[src/rtl/ssfo_pkg.sv]
package ssfo_pkg;

  // default sizing of the search
  localparam int PATTERN_MAX_DEF = 8;
  localparam int TEXT_MAX_DEF    = 32768;

  // fixed field widths
  localparam int UNIT_W    = 16;
  localparam int REG_UNITS = 8;
  localparam int SEL_W     = $clog2(REG_UNITS);
  localparam int LEN_W     = 4;
  localparam int MPOS_W    = 15;
  localparam int START_W   = 16;
  localparam int CFG_W     = 64;

  // pattern units as held in the configuration registers, unit 0 lowest
  typedef logic [REG_UNITS-1:0][UNIT_W-1:0] unit_arr_t;

  // configuration register indexes
  typedef enum logic [1:0] {
    REG_PAT_LOW  = 2'd0,
    REG_PAT_HIGH = 2'd1,
    REG_PAT_LEN  = 2'd2,
    REG_START    = 2'd3
  } cfg_reg_t;

  // result status codes
  typedef enum logic [1:0] {
    ST_OK    = 2'd0,
    ST_RANGE = 2'd1,
    ST_LONG  = 2'd2
  } status_t;

  typedef struct packed {
    logic [UNIT_W-1:0] code_unit;
    logic              is_end;
  } in_item_t;

  typedef struct packed {
    logic              found;
    logic [MPOS_W-1:0] match_position;
    status_t           status;
  } result_t;

  typedef struct packed {
    cfg_reg_t         index;
    logic [CFG_W-1:0] value;
  } cfg_write_t;

endpackage

[src/rtl/ssfo_chan_if.sv]
interface ssfo_chan_if #(parameter type payload_t = logic);
  logic     valid;
  logic     ready;
  payload_t data;

  modport source (output valid, output data, input ready);
  modport sink (input valid, input data, output ready);
endinterface

[src/rtl/ssfo_out_buf.sv]
module ssfo_out_buf import ssfo_pkg::*; (
  input  logic    clk,
  input  logic    rst,
  input  logic    push,
  input  result_t push_data,
  output logic    full,
  ssfo_chan_if.source res
);

  logic [1:0] count;
  result_t    head;
  result_t    spare;
  logic       pop;

  assign pop       = res.valid && res.ready;
  assign res.valid = count != 2'd0;
  assign res.data  = head;
  assign full      = count == 2'd2;

  // two-entry result queue, head drives the port
  always_ff @(posedge clk) begin
    if (rst) begin
      count <= 2'd0;
    end else begin
      count <= count + 2'(push) - 2'(pop);
    end
    if (pop) begin
      head <= (count == 2'd2) ? spare : push_data;
    end else if (count == 2'd0 && push) begin
      head <= push_data;
    end
    if (push && ((count == 2'd1 && !pop) || (count == 2'd2 && pop))) begin
      spare <= push_data;
    end
  end

  a_count_range : assert property (@(posedge clk) disable iff (rst) count != 2'd3)
    else $error("result queue count out of range");
  a_no_push_full : assert property (@(posedge clk) disable iff (rst)
      (count == 2'd2 && !pop) |-> !push)
    else $error("result pushed into full queue");
  a_full_holds : assert property (@(posedge clk) disable iff (rst)
      (count == 2'd2 && !pop) |=> full)
    else $error("full queue lost an entry");

endmodule

[src/flat_wrapper.sv]
// flat-port wrapper written by rule: the top's interface ports become plain ports
module ssfo_out_buf_flat import ssfo_pkg::*;
  (clk, rst, push, push_data, full, res_valid, res_data, res_ready);
  ssfo_chan_if res_i ();
  input  logic clk;
  input  logic rst;
  input  logic push;
  input  result_t push_data;
  output logic full;
  output wire logic [$bits(res_i.valid)-1:0] res_valid;
  output wire logic [$bits(res_i.data)-1:0] res_data;
  input wire logic [$bits(res_i.ready)-1:0] res_ready;
  assign res_valid = res_i.valid;
  assign res_data = res_i.data;
  assign res_i.ready = res_ready;
  ssfo_out_buf u_core (.clk(clk), .rst(rst), .push(push), .push_data(push_data), .full(full), .res(res_i));
endmodule
[config.mk]
export PLATFORM = sky130hd
export DESIGN_NAME = ssfo_out_buf_flat
export DESIGN_NICKNAME = d
export VERILOG_FILES = /design/src/rtl/ssfo_pkg.sv /design/src/rtl/ssfo_chan_if.sv /design/src/rtl/ssfo_out_buf.sv /design/src/flat_wrapper.sv
export SDC_FILE = /design/constraint.sdc
export NUM_CORES = 1
export LEC_CHECK = 0
export BUFFER_PORTS_ARGS = -buffer_cell sky130_fd_sc_hd__buf_2
export CORE_AREA = 3 3 40 42
export CTS_BUF_LIST = sky130_fd_sc_hd__clkbuf_8
export CTS_CLUSTER_SIZE = 20
export DETAILED_ROUTE_END_ITERATION = 8
export DIE_AREA = 0 0 43 45
export HOLD_SLACK_MARGIN = 0.06
export PLACE_DENSITY = 0.45
export SYNTH_ARGS = -nofsm -noshare
export SYNTH_HDL_FRONTEND = slang
export SYNTH_SLANG_ARGS = --single-unit
[constraint.sdc]
create_clock -name clk -period 4.1 [get_ports clk]
set_clock_uncertainty 0.05 [all_clocks]
set_input_delay 0.41 -clock clk [delete_from_list [all_inputs] [get_ports clk]]
set_output_delay 0.41 -clock clk [all_outputs]
set_load 0.02 [all_outputs]
After elaboration in Yosys (flattened, before gate mapping):

Index checks and enable logic that the tools add are counted.

* register bits after elaboration: 4
* bits of input ports: 22
* logic and storage cells: 20

* add/sub/neg operators: 2
* eq/ne operators: 2
* muxes and demuxes: 3
* reductions and logical operators: 10

Operators by type and width (count)
* $logic_and 1x1->1: 5
* $reduce_bool 2->1: 2
* $mux 1: 3
* $add 2x1->2: 1
* $eq 2x1->1 const B: 1
* $eq 2x2->1 const B: 1
* $logic_not 2->1: 1
* $sub 2x1->2: 1
* $logic_not 1->1: 1
* $logic_or 1x1->1: 1

Depth between registers and ports, before layout:

Gate-level depths: netlist of the first run.

* depth in word-level cells: 6
* gate-level depth with buffers: 6
* mapped depth without buffers: 6

Worst setup path before layout of the first run:

Ideal clock, no wire load.

* path type: register to register
* from: register u_core.count[1]
* to: register u_core.count[1]
* setup time: 123 ps
* arrival: 1294 ps
* slack: 2633 ps
* stages on the path, launching flop included: 7
* buffers on the path: 0
* cell sequence: dfxtp_1 -> nor2b_2 -> nand2_1 -> o21ai_0 -> ha_1 -> nor2_1 -> mux2_1

* word-level cells in the longest chain between the ends: 3
* elaborated cells on any way between the ends: 4
* those cells by class: 2 x add/sub; 2 x reduce/logical

Ends and longest elaborated chain
* start, declared: line ssfo_out_buf.sv:10 `logic [1:0] count;`
* start signal, assigned: line ssfo_out_buf.sv:25 `count <= count + 2'(push) - 2'(pop);`
* parallel branches: the longest is 2 deep, another holds $add 2x1->2
* $sub 2x1->2 (*): line ssfo_out_buf.sv:25

Mark *: on every way between the ends.
A chain may end at the register's enable or synchronous reset.

Worst setup path after layout of the first run:

Same ends and word-level chain as after synthesis.

==> run metrics, run 1 <==
status complete, no violations; Post-Synth Simple-Gate Area 19.2%; Slew headroom about nine tenths; end of the worst hold path u_core.count[0]$_SDFF_PP0_; Detailed Place HPWL about 340 um; Final Non-Filler Cells between 40 and 50; leakage power 0.000140 uW; WHS Path Cells 2; largest family of logic cells by synthesized area simple AND/OR/NAND/NOR gates; Bufs and invs on worst path 0; FF-to-FF path depth 6; switch share between 20% and 30%; RSZ-0062 raised after global routing false; Post-Syn Instances 19; total congestion overflow 0; # IOs 25; Buffers on Ports 7; Synth area leader edfxtp_1; CTS tree built; Tcrit/Tclk final 35.0%; final setup TNS 0 ns; hold buffer count at cts 0; clk sinks 4; clock buffer count from CTS 3; Core ar. 1280 um^2; crit path kind flip-flop to flip-flop; vias in the first global route 169; HP Class input port to flip-flop; Worst Tran Pin Value 0.146 ns; CP Data Required Time 4.15 ns; RD Place Congestion 0.622; Synth Cell Area 215 um^2; Critical Path End Type flip-flop; largest net degree at the start of global routing 6; first-pass GRT wire length 696 um; post-DR vias/cell between 3 and 4; via count 174; Reg2Reg Launch Point u_core.count[1]$_SDFF_PP0_; XOR/XNOR Fraction of Synth Area 0%; asr flop ratio synth 0%; CTS max path bufs 2; final hold violation count 0; Post-Synth Adder-Cell Area under 10%; max_cap viols 0; Synth-to-Final Area Change 44.2%; Nets 54; multiplexer share of the synthesized area 17.4%; count of cell types in the netlist 14; Gates resized, CTS repair 0; r2r setup slk between 2 and 3 ns; sequential cell area 100 um^2; first-pass iteration count of the detailed router 4; Internal between 100 and 150 uW; PD cells 472 nW/um^2; crit-path max FO 4; Die Y 45 um; synth cell count leaders a21boi_1, dfxtp_1, edfxtp_1, mux2_1, nor2b_1; Max VDD drop 0.116 mV; flops & latches, synth 4; Worst path max stage delay between 0.3 and 0.4 ns; Worst Hold Launch rst; Avg WL per Cell 9.36 um; Crit-path slowest cell dfxtp_1; reg-to-reg endpoint u_core.count[1]$_SDFF_PP0_; layout cells sized above 1 44.8%; Clock Pin Slew Worst Setup and Hold Paths roughly 0.030 ns; CP cell instances nor2b_2, nand2_1, o21ai_0, ha_1, nor2b_1, mux2_1; largest cells by area after synthesis edfxtp_1, dfxtp_1, mux2_1, a21boi_1, mux2_4; Compound-Gate Fraction of Synth Area 9.30%; initial drt markers 9; critical path's top delay family simple AND/OR/NAND/NOR gates; CP Launch Type flip-flop; Root Buffer clkbuf_8; Clk Latency, worst-skew pair 0.22 ns; Antenna Cells 0; setup bufs post-CTS 0; Cell Rows 13; Data arrival, critical path 1.48 ns; Seq/Total Area, Yosys between 40% and 50%; Sequential Power Share 31.8%; die area 1940 um^2; placed insts ~40; die width 43 um; synthesized area per cell 11.3 um^2; Final Setup Violations 0; initial antenna violation count 0; Combinational Power Share 11.3%; Slew Viols, Final 0; antenna viol nets, final 0; area of the multi-input gates roughly 110 um^2; Clk pwr share a little under three fifths; Max Clock Freq roughly 0.70 GHz; Residual DRC 0; sw power 30.9 uW; Initial Utilization ~17%; Post-synth top flop edfxtp_1; Synth Warn # 0; fin crit period 1.43 ns; filler instances 137; H-tree depth 1; number of flops mapped to enable cells by yosys 2; syn_nets 42; Synth top area share 27.9%; Total Wirelength roughly 400 um; Tot GR Track Use under 10%
-- final cells by class --
| type | count | share of cell area (%) |
|---|---|---|
| multi-input combinational | 14 | 35.9 |
| tap | 15 | 6.05 |
| sequential | 4 | 32.3 |
| inverter | 1 | 1.21 |
| clock buffer | 3 | 13.3 |
| timing repair buffer | 7 | 11.3 |
-- worst max path at each step --
stage                                from                         end  slack, ns  cells past startpoint
3_3_place_gp                    res_ready  u_core.count[1]$_SDFF_PP0_       2.59                      6
3_5_place_dp                    res_ready  u_core.count[1]$_SDFF_PP0_       2.59                      6
2_1_floorplan  u_core.count[1]$_SDFF_PP0_  u_core.count[1]$_SDFF_PP0_       2.63                      6
6_report       u_core.count[1]$_SDFF_PP0_  u_core.count[1]$_SDFF_PP0_       2.67                      6
4_1_cts        u_core.count[1]$_SDFF_PP0_  u_core.count[1]$_SDFF_PP0_       2.65                      6
5_1_grt        u_core.count[1]$_SDFF_PP0_  u_core.count[1]$_SDFF_PP0_       2.56                      6
-- worst register-to-register path, stage by stage, from the launching register on --
cell,delay [ns]
dfxtp_1,0.31
nor2b_2,0.16
nand2_1,0.11
o21ai_0,0.10
ha_1,0.20
nor2b_1,0.12
mux2_1,0.26
-- power by group through the flow --
stage / clock network [uW] / logic [uW] / registers (uW)
global route: 90.9 / 18.2 / 46.9
finish: 83.4 / 16.5 / 46.6
CTS: 87.2 / 16.9 / 46.6
detailed placement: 0 / 16.8 / 47.2
floorplan: 0 / 9.62 / 48.1
global placement: 0 / 16.6 / 47.1
-- cell families (layout without fill, tap and decap cells) --
| logic type | count (synthesis) | count (layout) |
|---|---|---|
| buffers and inverters | 1 | 11 |
| AO/OA/AOI/OAI | 3 | 3 |
| adder cells (fa/ha/maj) | 1 | 1 |
| multiplexers | 3 | 3 |
| flip-flops | 4 | 4 |
| AND/OR/NAND/NOR | 7 | 7 |
-- routing by layer --
layer	global-route usage (%)	vias up	part of all wire, %
li1	-	86	-
met1	5.83	74	46
met2	5.69	12	36
met3	4.38	2	14
met4	9.04	0	3.6
met5	0	-	0
-- stage by stage --
stage	area, um^2	total power [uW]	hold slack [ns]	utilization [%]	setup slack, ns
after floorplan	215	57.7	0.432	-	2.63
after global placement	269	63.7	0.494	20.9	2.59
after detailed placement	269	64.0	0.509	20.9	2.59
after CTS	310	151	0.324	24.1	2.65
after global routing	310	156	0.330	24.1	2.56
final	310	147	0.329	24.1	2.67
-- placed cells by master (no fill, tap or decap) --
cell type  synthesis  final
a21boi_1           2      2
inv_2              1      1
o21ai_0            1      1
nor2b_1            2      2
or3_1              1      1
mux2_1             2      2
nor2b_2            1      1
buf_2              0      7
mux2_4             1      1
nand2_1            1      1
clkbuf_8           0      3
or2_1              1      1
ha_1               1      1
nor2_1             1      1
dfxtp_1            2      2
edfxtp_1           2      2
-- registers in the layout, indices dropped and copies added (netlist names) --
| signal | cells |
|---|---|
| u_core.spare | 1 |
| u_core.count | 2 |
| u_core.res.data | 1 |
Power figures use the tool's default switching activity.
==> run 2: changes to the inputs <==
==> constraint.sdc (replaced) <==
create_clock -name clk -period 1.49 [get_ports clk]
set_clock_uncertainty 0.05 [all_clocks]
set_input_delay 0.149 -clock clk [delete_from_list [all_inputs] [get_ports clk]]
set_output_delay 0.149 -clock clk [all_outputs]
set_load 0.02 [all_outputs]
==> run 2 against run 1 <==
Against the previous run: register-to-register slack worse by 2.5 ns; sequential power grew to 2.7 times the previous value; die area stayed put; global-route usage is 0.51 points lower; hold slack worse by 0.26 ns; sequential share of layout area is 1.1 points lower; non-clock buffer count is 1 higher; combinational power grew to 2.8 times the previous value; cell count is 4.5% higher; total power grew to 2.8 times the previous value; via count is 0.57% lower; critical path type unchanged; critical endpoint unchanged.
==> run metrics, run 2 (synthesized netlist as in run 1, its figures left out) <==
status complete, no violations; initial drt markers 3 (-6); met3 Resource Use GR 5.58% (+1.2 points); Avg WL per Cell 8.11 um (-13%); largest net degree at the start of global routing 6 (unchanged); Tcrit/Tclk final 92.1% (+57 points); Die Y 45 um (unchanged); final instance area 322 um^2 (+3.6%); Critical Path Sink u_core.count[1]$_SDFF_PP0_; GRT busiest layer met2; via count 173 (-0.57%); final setup TNS 0 ns (unchanged); total power 405 uW (+180%); Reg with most FFs u_core.count; Critical Path End Type flip-flop; Slew Viols, Final 0 (unchanged); vias in the first global route 174 (+3.0%); commonest cells after routing, fill and taps aside buf_2, clkbuf_8; antenna viol nets, final 0 (unchanged); CTS tree built; Max VDD drop 0.469 mV (+300%); Initial Utilization 16.7% (unchanged); clock buffer count from CTS 3 (unchanged); crit path kind flip-flop to flip-flop; Gates resized, CTS repair 0 (unchanged); layout cells sized above 1 45.2% (+0.33 points); HP Class input port to flip-flop; # IOs 25 (unchanged); Detailed Place HPWL 320 um (-6.4%); hold slack 0.0737 ns (-0.256 ns); Antenna Cells 0 (unchanged); Clock Pin Slew Worst Setup and Hold Paths 0.03 ns (about the same); reg-to-reg endpoint u_core.count[1]$_SDFF_PP0_; placed insts 42 (+2.4%); Tot GR Track Use 5.25% (-0.51 points); Buffers on Ports 7 (unchanged); clk sinks 4 (unchanged); r2r setup slk 0.12 ns (-2.55 ns); final hold violation count 0 (unchanged); Crit-path slowest cell dfxtp_1; Residual DRC 0 (unchanged); first-pass iteration count of the detailed router 4 (unchanged); Largest register FFs 2 (unchanged); met1 global-route usage 5.08% (-0.74 points); met2 Use GR 6.59% (+0.90 points); setup bufs post-CTS 0 (unchanged); Core ar. 1280 um^2 (unchanged); fin crit period 1.37 ns (-0.0607 ns); Reg2Reg Launch Point u_core.count[1]$_SDFF_PP0_; Worst path max stage delay 0.31 ns (about the same); Critical path origin u_core.count[1]$_SDFF_PP0_; placed cell area 277 um^2 (+2.8%); Cell Rows 13 (unchanged); CP Launch Type flip-flop; leakage power 0.000150 uW (+6.8%); Slew headroom 89.9% (-0.22 points); crit-path max FO 4 (unchanged); Root Buffer clkbuf_8; Clk Latency, worst-skew pair 0.21 ns (about the same); total congestion overflow 0 (unchanged); Final Non-Filler Cells 46 (+4.5%); Max Clock Freq 0.728 GHz (+4.4%); max_cap viols 0 (unchanged); CP Data Required Time 1.53 ns (-2.62 ns); die area 1940 um^2 (unchanged); Final Setup Violations 0 (unchanged); first-pass GRT wire length 696 um (unchanged); H-tree depth 1 (unchanged); Synth-to-Final Area Change 49.4%; FF-to-FF path depth 6 (unchanged); Worst Tran Pin Value 0.150 ns (+0.00320 ns); post-DR vias/cell 3.76 (-4.9%); RSZ-0062 raised after global routing false; CTS max path bufs 2 (unchanged); PD cells 1260 nW/um^2 (+170%); Nets 55 (+1.9%); CP cell instances nor2b_2, nand2_1, o21ai_0, ha_1, nor2b_1, mux2_1; initial antenna violation count 0 (unchanged); RD Place Congestion 0.610 (-1.9%); Total Wirelength 373 um (-9.5%); hold buffer count at cts 0 (unchanged); die width 43 um (unchanged); commonest non-fill, non-tap cell in the layout buf_2; Data arrival, critical path 1.42 ns (-0.06 ns)
[run 2: cell types whose count changed in the layout (fill, tap and decap cells not counted)]
cell   previous run  this run
buf_4             0         1
inv_1             0         1
[run 2: through the flow]
step | util, % | setup slack (ns)
2_1_floorplan | - | 0.0230
3_3_place_gp | 21.5 | 0.115
3_5_place_dp | 21.5 | 0.111
4_1_cts | 25.0 | 0.107
5_1_grt | 25.0 | 0.0117
6_report | 25.0 | 0.117
[run 2: how the worst min path moves through the flow]
stage / startpoint / to / slack [ns] / depth (start not counted)
after floorplan: rst / u_core.count[0]$_SDFF_PP0_ / 0.17 / 1
after global placement: rst / u_core.count[0]$_SDFF_PP0_ / 0.29 / 2
after detailed placement: rst / u_core.count[0]$_SDFF_PP0_ / 0.29 / 2
after CTS: rst / u_core.count[0]$_SDFF_PP0_ / 0.07 / 2
after global routing: rst / u_core.count[0]$_SDFF_PP0_ / 0.08 / 2
final: rst / u_core.count[0]$_SDFF_PP0_ / 0.07 / 2
[run 2: final cells by class]
class / count / area (um^2)
multi-input combinational: 14 / 111
clock inverter: 1 / 3.75
inverter: 1 / 3.75
sequential: 4 / 100
tap: 15 / 18.8
fill: 147 / 963
timing repair buffer: 8 / 42.5
clock buffer: 3 / 41.3
[run 2: layer usage]
layer	vias to the layer above	share of wire [%]
met1	73	49
met4	0	1.1
li1	90	-
met3	2	15
met5	-	0
met2	8	35
[run 2: worst max-delay path, delay by kind of cell, from the launching register on]
| family | cells | cell delay, ns |
|---|---|---|
| muxes | 1 | 0.26 |
| adders and majority gates | 1 | 0.20 |
| AOI/OAI and AO/OA | 1 | 0.08 |
| DFF | 1 | 0.31 |
| and+or+nand+nor | 3 | 0.34 |
[run 2: power breakdown]
part	internal (uW)	leakage (uW)	total (uW)	switching [uW]
combinational	22.3	0.0000877	46.4	24.1
clock	176	0.0000269	231	55.3
sequential	124	0.0000353	128	3.72
