$ cat src/rtl/ssfo_pkg.sv
package ssfo_pkg;

  // default sizing of the search
  localparam int PATTERN_MAX_DEF = 8;
  localparam int TEXT_MAX_DEF    = 32768;

  // fixed field widths
  localparam int UNIT_W    = 16;
  localparam int REG_UNITS = 8;
  localparam int SEL_W     = $clog2(REG_UNITS);
  localparam int LEN_W     = 4;
  localparam int MPOS_W    = 15;
  localparam int START_W   = 16;
  localparam int CFG_W     = 64;

  // pattern units as held in the configuration registers, unit 0 lowest
  typedef logic [REG_UNITS-1:0][UNIT_W-1:0] unit_arr_t;

  // configuration register indexes
  typedef enum logic [1:0] {
    REG_PAT_LOW  = 2'd0,
    REG_PAT_HIGH = 2'd1,
    REG_PAT_LEN  = 2'd2,
    REG_START    = 2'd3
  } cfg_reg_t;

  // result status codes
  typedef enum logic [1:0] {
    ST_OK    = 2'd0,
    ST_RANGE = 2'd1,
    ST_LONG  = 2'd2
  } status_t;

  typedef struct packed {
    logic [UNIT_W-1:0] code_unit;
    logic              is_end;
  } in_item_t;

  typedef struct packed {
    logic              found;
    logic [MPOS_W-1:0] match_position;
    status_t           status;
  } result_t;

  typedef struct packed {
    cfg_reg_t         index;
    logic [CFG_W-1:0] value;
  } cfg_write_t;

endpackage

$ cat src/rtl/ssfo_cell.sv
module ssfo_cell import ssfo_pkg::*; #(
  parameter int IDX = 0
) (
  input  logic              clk,
  input  logic              shift_en,
  input  logic [UNIT_W-1:0] d_in,
  input  unit_arr_t         pattern,
  input  logic [LEN_W-1:0]  eff_len,
  output logic [UNIT_W-1:0] q,
  output logic              hit_ok
);

  localparam logic [LEN_W:0] K = (LEN_W+1)'(IDX);

  logic [LEN_W:0] len_x;
  logic [LEN_W:0] sel_full;
  logic           in_use;

  // this cell sees pattern unit len-1-k once the new unit has shifted in
  assign len_x    = {1'b0, eff_len};
  assign in_use   = len_x > K;
  assign sel_full = len_x - K - (LEN_W+1)'(1);
  assign hit_ok   = !in_use || (d_in == pattern[sel_full[SEL_W-1:0]]);

  // window stage, moves one place on every code unit taken within the length limit
  always_ff @(posedge clk) begin
    if (shift_en) begin
      q <= d_in;
    end
  end

endmodule

$ cat config.mk
export PLATFORM = sky130hd
export DESIGN_NAME = ssfo_cell
export DESIGN_NICKNAME = d
export VERILOG_FILES = /design/src/rtl/ssfo_pkg.sv /design/src/rtl/ssfo_cell.sv
export SDC_FILE = /design/constraint.sdc
export NUM_CORES = 1
export LEC_CHECK = 0
export ABC_AREA = 1
export BUFFER_PORTS_ARGS = -buffer_cell sky130_fd_sc_hd__buf_2
export CAP_MARGIN = 20
export CORE_AREA = 3 3 76 78
export DETAILED_ROUTE_END_ITERATION = 7
export DIE_AREA = 0 0 79 81
export PLACE_DENSITY = 0.8
export SLEW_MARGIN = 15
export SYNTH_ARGS = -nofsm -noshare
export SYNTH_HDL_FRONTEND = slang
export SYNTH_SLANG_ARGS = --single-unit
$ cat constraint.sdc
create_clock -name clk -period 2.4 [get_ports clk]
set_input_delay 0.12 -clock clk [delete_from_list [all_inputs] [get_ports clk]]
set_output_delay 0.12 -clock clk [all_outputs]
set_load 0.02 [all_outputs]
======== Word level (Yosys, flattened, before mapping) ========
Index checks and enable logic that the tools add are counted.
word-level totals
  output and inout bits ................... 17
  register bits after elaboration ......... 16
  bits of input ports ..................... 150
operators by class
  order comparisons ....................... 2
  muxes and demuxes ....................... 2
  reduce and logical (&&, ||, !) cells .... 2
  eq/ne operators ......................... 1
  $add $sub $neg .......................... 1
operators by type and width
  operator               number
  $bmux W16 S3           1
  $eq A16 B16 Y1         1
  $mux W16               1
  $gt A4 B1 Y1 const B   1
  $lt A3 B4 Y1 const B   1
  $sub A3 B1 Y3 const B  1
  $logic_not A1 Y1       1
  $logic_or A1 B1 Y1     1

======== Logic depth before layout (Yosys ltp) ========
Gate-level depths: netlist (run 1).
  depth after elaboration ................. 5
  gate-level depth with buffers ........... 18
  gate-level depth less buffers ........... 15

======== Least setup slack after synthesis (run 1) ========
Ideal clock, no wire load.
  kind .................................... input to output
  from .................................... in eff_len[0]
  to ...................................... out hit_ok
  arrival time ............................ 1.824 ns
  data required time ...................... 2.280 ns
  path buffers ............................ 4
  stages .................................. 17
  path slack .............................. 0.456 ns
  cell sequence ........................... inv_2 > buf_6 > buf_2 > ha_1 > buf_2 > inv_2 > buf_2 > nand3_1 > nand3_1 > nand2_1 > nand2_1 > nand2_1 > nor2_1 > nand2_1 > nor2_1 > nand2_1 > nand2_1
between the ends
  cells in the longest elaborated chain, start to end .. 5
  elaborated cells between the ends (all ways) .. 7
RTL lines
  item                            RTL line         source
  start: declaration              ssfo_cell.sv:8   input logic [LEN_W-1:0] eff_len,
  $sub A3 B1 Y3                   ssfo_cell.sv:22  assign sel_full = len_x - K - (LEN_W+1)'(1);
  $bmux W16 S3                    ssfo_cell.sv:23  assign hit_ok = !in_use || (d_in == pattern[sel_full[SEL_W-1:0]]);
  $mux W16 (implied by the code)  ssfo_cell.sv:23
  $eq A16 B16 Y1                  ssfo_cell.sv:23
  $logic_or A1 B1 Y1 (*)          ssfo_cell.sv:23
  end: declaration                ssfo_cell.sv:10  output logic hit_ok
Mark *: on every way between the ends. The rest lies on a longest branch, timed or not. The select of a mux whose other input is x is not followed.

======== Worst setup path after layout (run 1) ========
  from .................................... in eff_len[1]
  to ...................................... out hit_ok
Same word-level chain as after synthesis.

==> results.yml, run 1 <==
layout:
  fill_cells: 553
  layoutNonFillerInstCount: 594
  reg.largest.list: "q: 16 flops"
  antenna_cells: 0
  mostFrequentLayoutCell: "nand2_1"
  top_register: "q"
  final_cell_mix: "nand2_1 (185), buf_2 (166), nand3_1 (112)"
  areaGrowthSynthToFinish_pct: 42.40
  final_area_um2: 2895
  nNetsFinal: 678
  largest_register_ff_count: 16
  drive_gt1_share_pct: 34.16
sta:
  maxSlewViolCount: 0
  worst_pin_slew_ps: 598.3
  finalSetupTns_ps: 0
  rsz0062_at_grt: "false"
  max_freq_mhz: 480.7
  finalCritPeriodShare_pct: 86.67
  maxSlewHeadroom_pct: 60.11
  setup_viol: 0
  hold_violations: 0
  fin_crit_ps: 2080
logic_synthesis:
  synth_nets: 524
  ys_types: 12
  ys_warn_count: 0
  syn_area_per_cell_um2: 5.466
  syn_inst: 372
  ys_seq_area_share_pct: 23.63
  syn-cell-area_um2: 2033
  synth_seq_cells: 16
routing:
  first_pass_iters: 7
  wirelength_um: 7409
  drt-initial-drc-count: 161
  wl_per_cell_um: 12.47
  viasPerCell: 4.921
  drtAntennaViolNets: 0
  num_vias: 2923
  drc: 0
power:
  leakage_nw: 1.712
  pwr-share-seq_pct: 32.0
  swShare_pct: 36.55
  p_comb_share_pct: 50.7
  intPower_uw: 666.5
  p_sw_uw: 384.0
  ir_worst_vdd_uv: 213.2
  powerDensity_nw_per_um2: 362.8
  clockPowerShare_pct: 17.3
global_route:
  grt_pass1_vias: 2417
  overflow: 0
  grt_use_total_pct: 21.27
  grt_max_degree: 66
  antenna_found_initial: 0
  grt_pass1_wl_um: 10850
clock_tree:
  post-cts-setup-buffers: 0
  cts_root_buf: "clkbuf_8"
  h-tree-depth: 1
  hold_buffers: 0
  cts_resized: 0
  cts_buffers: 3
  clk_pin_slew_ps: 50
  clk_path_buf_depth: 2
  clock-sinks: 16
  cts_tree: "done"
die:
  start_util_pct: 39.56
  rows: 26
  die_y_um: 81
  coreArea_um2: 5140
  fp.dieW_um: 79
  io_pins: 167
  dieArea_um2: 6399
worst_setup_path:
  crit_fanout: 19
  crit_type: "input port to primary output"
  start_kind: "input port"
  crit_path_end_kind: "primary output"
  required_ps: 2280
  arrival_ps: 1960
placed_design:
  dpl_cell_area_um2: 2854
  dp_cells: 591
  place_hpwl_um: 6083
  port_buffers: 166
  place.gp.congestion: 0.8273
flow_run:
  maxCapViolations: 0
worst_hold_path:
  hp-class: "input port to flip-flop"
status:
  outcome: "complete, no violations"
[power groups by stage]
stage | sequential, mW | combinational [mW] | clock (mW)
final | 0.336 | 0.532 | 0.182
after global placement | 0.341 | 0.524 | 0
after detailed placement | 0.342 | 0.531 | 0
after global routing | 0.338 | 0.599 | 0.200
after floorplan | 0.373 | 0.298 | 0
after CTS | 0.337 | 0.533 | 0.184
[routing by layer]
layer  up-vias  GRT usage [%]  wire length, um
met1      1283          28.32             3069
met2       123          37.63             3753
li1       1509              -                -
met3         8          1.774              487
met5         -              0                0
met4         0          4.639               99
[kinds of logic (layout without fill, tap and decap cells)]
| kind of cell | count (synthesis) | in the layout | synth area share [%] |
|---|---|---|---|
| simple gates | 309 | 309 | 64.06 |
| buf+inv | 45 | 197 | 11.08 |
| flops | 16 | 16 | 23.63 |
| fa+ha+maj | 2 | 2 | 1.231 |
[per-stage QoR]
step / power [mW] / hold WS, ps / util [%] / setup WS [ps]
CTS: 1.054 / 86.60 / 56.33 / 306.6
detailed placement: 0.8727 / 330.3 / 55.53 / 310.0
global placement: 0.8651 / 329.3 / 55.53 / 330.8
finish: 1.051 / 93.04 / 56.33 / 319.9
global route: 1.137 / 84.57 / 56.33 / 45.16
floorplan: 0.6711 / 218.9 / - / 455.9
[final timing paths]
check,startpoint,end,slack [ps],cells after the start
setup / recovery,eff_len[1],hit_ok,320,16
hold / removal,d_in[15],q[15],90,1
[synth_stat cells]
library cell / instances / area (um^2)
ha_1: 2 / 25.02
nor2_1: 11 / 41.29
buf_6: 1 / 11.26
inv_2: 3 / 11.26
inv_1: 19 / 71.32
edfxtp_1: 16 / 480.5
buf_4: 9 / 67.56
nand2_2: 1 / 6.260
clkbuf_1: 1 / 3.750
nand3_1: 112 / 560.5
buf_2: 12 / 60.06
nand2_1: 185 / 694.4
[critical path: stages]
cell	delay [ps]
buf_2	100
inv_1	90
ha_1	250
inv_2	270
buf_4	220
nand3_1	90
nand3_1	110
nand2_1	60
nand2_1	50
nand2_1	60
nor2_1	100
nand2_1	60
nor2_1	90
nand2_1	70
nand2_1	60
buf_2	150
[final cells by class]
| type | instances | area [um^2] | share of cell area [%] |
|---|---|---|---|
| inverters | 22 | 82.58 | 2.852 |
| flip-flops and latches | 16 | 480.5 | 16.59 |
| multi-input cells | 311 | 1328 | 45.85 |
| clock buffers | 3 | 41.29 | 1.426 |
| well taps | 70 | 87.58 | 3.025 |
| repair buffers | 172 | 875.8 | 30.25 |
Power figures use the tool's default switching activity.
==> inputs of run 2 (changes only) <==
Settings changed: CORE_AREA 3 3 76 78 to 2 2 75 77, DIE_AREA 0 0 79 81 to 0 0 77 79.
==> results.yml, run 2 (synthesized netlist as in run 1, its figures left out) <==
status:
  outcome: "complete, no violations"
routing:
  drtAntennaViolNets: 0
  first_pass_iters: 4
  wirelength_um: 7109
  drc: 0
  num_vias: 2859
  wl_per_cell_um: 11.95
  drt-initial-drc-count: 146
  viasPerCell: 4.805
worst_setup_path:
  crit_buf_inv: 4
  crit_path_frequent_cell: "nand2_1"
  start_kind: "input port"
  arrival_ps: 1990
  cp_slowest_stage_delay_ps: 400
  required_ps: 2280
  cp-startpoint: "eff_len[0]"
  path_delay_family: "simple AND/OR/NAND/NOR gates"
  crit_type: "input port to primary output"
  crit_path_end_kind: "primary output"
  crit_fanout: 32
  cp.depth: 15
  crit_end: "hit_ok"
  crit_chain: "buf_2 -> inv_2 -> ha_1 -> inv_2 -> nand3_1 -> nand3_1 -> nand2_1 -> nand2_1 -> nand2_1 -> nor2_1 -> nand2_1 -> nor2_1 -> nand2_1 -> nand2_1 -> buf_2"
  slowest_stage: "inv_2"
global_route:
  overflow: 0
  grt_max_degree: 66
  grt_pass1_vias: 2447
  antenna_found_initial: 0
  use_met1_pct: 29.46
  grt_pass1_wl_um: 10980
  use_met2_pct: 38.25
  grtUsageMet3_pct: 1.591
  grt.busiest_layer: "met2"
  grt_use_total_pct: 22.17
power:
  leakage_nw: 1.704
  ir_worst_vdd_uv: 169.8
  powerDensity_nw_per_um2: 362.8
sta:
  hold_violations: 0
  maxSlewViolCount: 0
  finalCritPeriodShare_pct: 87.94
  finalSetupTns_ps: 0
  fin_crit_ps: 2110
  setup_viol: 0
  rsz0062_at_grt: "false"
  max_freq_mhz: 473.8
  maxSlewHeadroom_pct: 61.03
  worst_pin_slew_ps: 584.5
die:
  io_pins: 167
  start_util_pct: 38.09
  die_y_um: 79
  fp.dieW_um: 77
  rows: 27
  coreArea_um2: 5338
  dieArea_um2: 6083
layout:
  final_area_um2: 2887
  fill_cells: 587
  final_cell_mix: "nand2_1 (185), buf_2 (166), nand3_1 (112)"
  largest_register_ff_count: 16
  antenna_cells: 0
  reg.largest.list: "q: 16 flops"
  top_register: "q"
  nNetsFinal: 676
  drive_gt1_share_pct: 33.84
  areaGrowthSynthToFinish_pct: 41.97
  mostFrequentLayoutCell: "nand2_1"
clock_tree:
  cts_buffers: 3
  hold_buffers: 0
  h-tree-depth: 1
  cts_resized: 0
  post-cts-setup-buffers: 0
  cts_tree: "done"
  cts_root_buf: "clkbuf_8"
  clock-sinks: 16
  clk_pin_slew_ps: 50
  clk_path_buf_depth: 2
placed_design:
  dpl_cell_area_um2: 2841
  place_hpwl_um: 5823
  port_buffers: 166
  place.gp.congestion: 0.8510
flow_run:
  maxCapViolations: 0
worst_hold_path:
  hp-class: "input port to flip-flop"
run 2: changes by cell type in the layout (fill, tap and decap cells not counted):
cell | before | now
clkinv_1 | 0 | 1
buf_4 | 6 | 4
run 2: cell type report:
type	instances	area, um^2	share of cell area (%)
Clock inverter	1	3.754	0.1300
Tap cell	72	90.09	3.121
Timing Repair Buffer	170	860.8	29.82
Sequential cell	16	480.5	16.64
Multi-Input combinational cell	311	1328	45.99
Clock buffer	3	41.29	1.430
Inverter	22	82.58	2.861
run 2: where the power goes:
part | switching, mW | internal, mW | leakage, nW
Clock | 0.0723 | 0.113 | 0.0231
Combinational | 0.307 | 0.220 | 1.52
Sequential | 0.00416 | 0.332 | 0.157
run 2: worst min path at each step:
stage / from / end / slack (ps) / cells past startpoint
2_1_floorplan: d_in[0] / q[0] / 220 / 0
3_3_place_gp: d_in[6] / q[6] / 330 / 1
3_5_place_dp: d_in[11] / q[11] / 330 / 1
4_1_cts: d_in[11] / q[11] / 90 / 1
5_1_grt: d_in[11] / q[11] / 90 / 1
6_report: d_in[11] / q[11] / 90 / 1
run 2: stage by stage:
stage | util (%) | worst slack, ps | std cells | hold slack (ps) | power [mW]
floorplan | - | 455.9 | 372 | 218.9 | 0.6711
global placement | 53.23 | 282.4 | 591 | 330.1 | 0.8663
detailed placement | 53.23 | 265.7 | 591 | 328.5 | 0.8700
CTS | 54.08 | 264.0 | 595 | 85.47 | 1.055
global route | 54.08 | 36.46 | 595 | 91.52 | 1.135
finish | 54.08 | 289.5 | 595 | 88.86 | 1.047
run 2: routing by layer:
layer | routed length, um | vias up | part of all wire (%)
met5 | 0 | - | 0
met3 | 462 | 12 | 6.5
met2 | 3593 | 104 | 51
met1 | 2905 | 1235 | 41
met4 | 147 | 0 | 2.1
li1 | - | 1508 | -
==> inputs of run 3 (changes only) <==
Settings changed: CORE_AREA 2 2 75 77 to 2 2 83 69, DIE_AREA 0 0 77 79 to 0 0 85 71, PLACE_DENSITY 0.8 to 0.81.
Clock period 2.4 ns to 1.98 ns, I/O delays scaled along.
==> results.yml, run 3 (synthesized netlist as in run 1, its figures left out) <==
routing:
  wl_per_cell_um: 12.33
  drtAntennaViolNets: 0
  drt-initial-drc-count: 166
  wirelength_um: 7298
  first_pass_iters: 4
  num_vias: 2962
  drc: 0
  viasPerCell: 5.003
global_route:
  grt_use_total_pct: 22.97
  grt_pass1_vias: 2590
  grt_max_degree: 65
  grt_pass1_wl_um: 11470
  antenna_found_initial: 0
  overflow: 0
die:
  rows: 24
  start_util_pct: 38.69
  die_y_um: 71
  fp.dieW_um: 85
  coreArea_um2: 5255
  dieArea_um2: 6035
  io_pins: 167
clock_tree:
  h-tree-depth: 1
  hold_buffers: 0
  post-cts-setup-buffers: 0
  cts_buffers: 3
  cts_tree: "done"
  cts_root_buf: "clkbuf_8"
  clk_pin_slew_ps: 60
  clock-sinks: 16
  cts_resized: 0
  clk_path_buf_depth: 2
layout:
  final_area_um2: 2999
  largest_register_ff_count: 16
  areaGrowthSynthToFinish_pct: 47.51
  top_register: "q"
  fill_cells: 521
  mostFrequentLayoutCell: "nand2_1"
  drive_gt1_share_pct: 35.86
  nNetsFinal: 680
  antenna_cells: 0
  reg.largest.list: "q: 16 flops"
  final_cell_mix: "nand2_1 (185), buf_2 (165), nand3_1 (106)"
power:
  swShare_pct: 36.90
  intPower_uw: 837.7
  clockPowerShare_pct: 17.7
  ir_worst_vdd_uv: 414.9
  powerDensity_nw_per_um2: 442.7
  leakage_nw: 1.749
  p_sw_uw: 489.9
  p_comb_share_pct: 51.6
  pwr-share-seq_pct: 30.7
worst_setup_path:
  crit_type: "input port to primary output"
  start_kind: "input port"
  crit_fanout: 18
  crit_path_end_kind: "primary output"
  arrival_ps: 1690
  required_ps: 1880
sta:
  finalCritPeriodShare_pct: 90.42
  hold_violations: 0
  rsz0062_at_grt: "false"
  fin_crit_ps: 1790
  max_freq_mhz: 558.6
  worst_pin_slew_ps: 333.2
  maxSlewViolCount: 0
  setup_viol: 0
  finalSetupTns_ps: 0
  maxSlewHeadroom_pct: 77.78
  worst_hold_slack_ps: 68.58
worst_hold_path:
  worstHoldPathCells: 1
  hp-class: "input port to flip-flop"
status:
  outcome: "complete, no violations"
placed_design:
  place_hpwl_um: 6050
  dpl_cell_area_um2: 2888
  port_buffers: 166
  place.gp.congestion: 0.8897
flow_run:
  maxCapViolations: 0
run 3: cell types whose count changed in the layout (fill, tap and decap cells not counted), sizes merged:
cell / change
buf: +4
run 3: layout make-up:
type	count	area, um^2	share of cell area (%)
multi-input cells	311	1370	45.68
clock buffers	3	41.29	1.377
well taps	65	81.33	2.712
clock inverters	1	3.754	0.1252
flip-flops and latches	16	480.5	16.02
repair buffers	174	937.1	31.25
inverters	22	85.08	2.837
run 3: power groups by stage:
stage | Clock [mW] | Combinational (mW) | Sequential, mW
after floorplan | 0 | 0.361 | 0.452
after global placement | 0 | 0.656 | 0.414
after detailed placement | 0 | 0.660 | 0.415
after CTS | 0.235 | 0.662 | 0.408
after global routing | 0.261 | 0.771 | 0.409
final | 0.235 | 0.685 | 0.407
run 3: worst max-delay path: stages:
cell and delay (ps):
buf_2 120, inv_2 60, ha_4 260, inv_2 90
buf_12 150, nand3_1 100, nand3_2 110, nand2_1 60
nand2_1 50, nand2_1 60, nor2_1 110, nand2_1 50
nor2_1 80, nand2_1 80, nand2_1 70, buf_4 130
run 3: metrics by stage:
step / cells / utilization, % / setup WS (ps) / total power, mW
floorplan: 372 / - / 77.90 / 0.8134
global placement: 588 / 54.95 / 30.37 / 1.070
detailed placement: 588 / 54.95 / 20.57 / 1.075
CTS: 592 / 55.81 / 19.95 / 1.305
global route: 592 / 57.07 / 8.396 / 1.442
finish: 592 / 57.07 / 189.7 / 1.328
run 3: worst paths after layout:
| check | from | to | slack [ps] |
|---|---|---|---|
| setup / recovery | eff_len[0] | hit_ok | 190 |
| hold / removal | d_in[12] | q[12] | 70 |
run 3: layer usage:
metal  wire length [um]  up-vias  GRT usage (%)
met5                  0        -              0
met4                110        0          6.173
met3                482       10          1.867
met2               3521      107          39.15
met1               3183     1327          31.42
li1                   -     1518              -
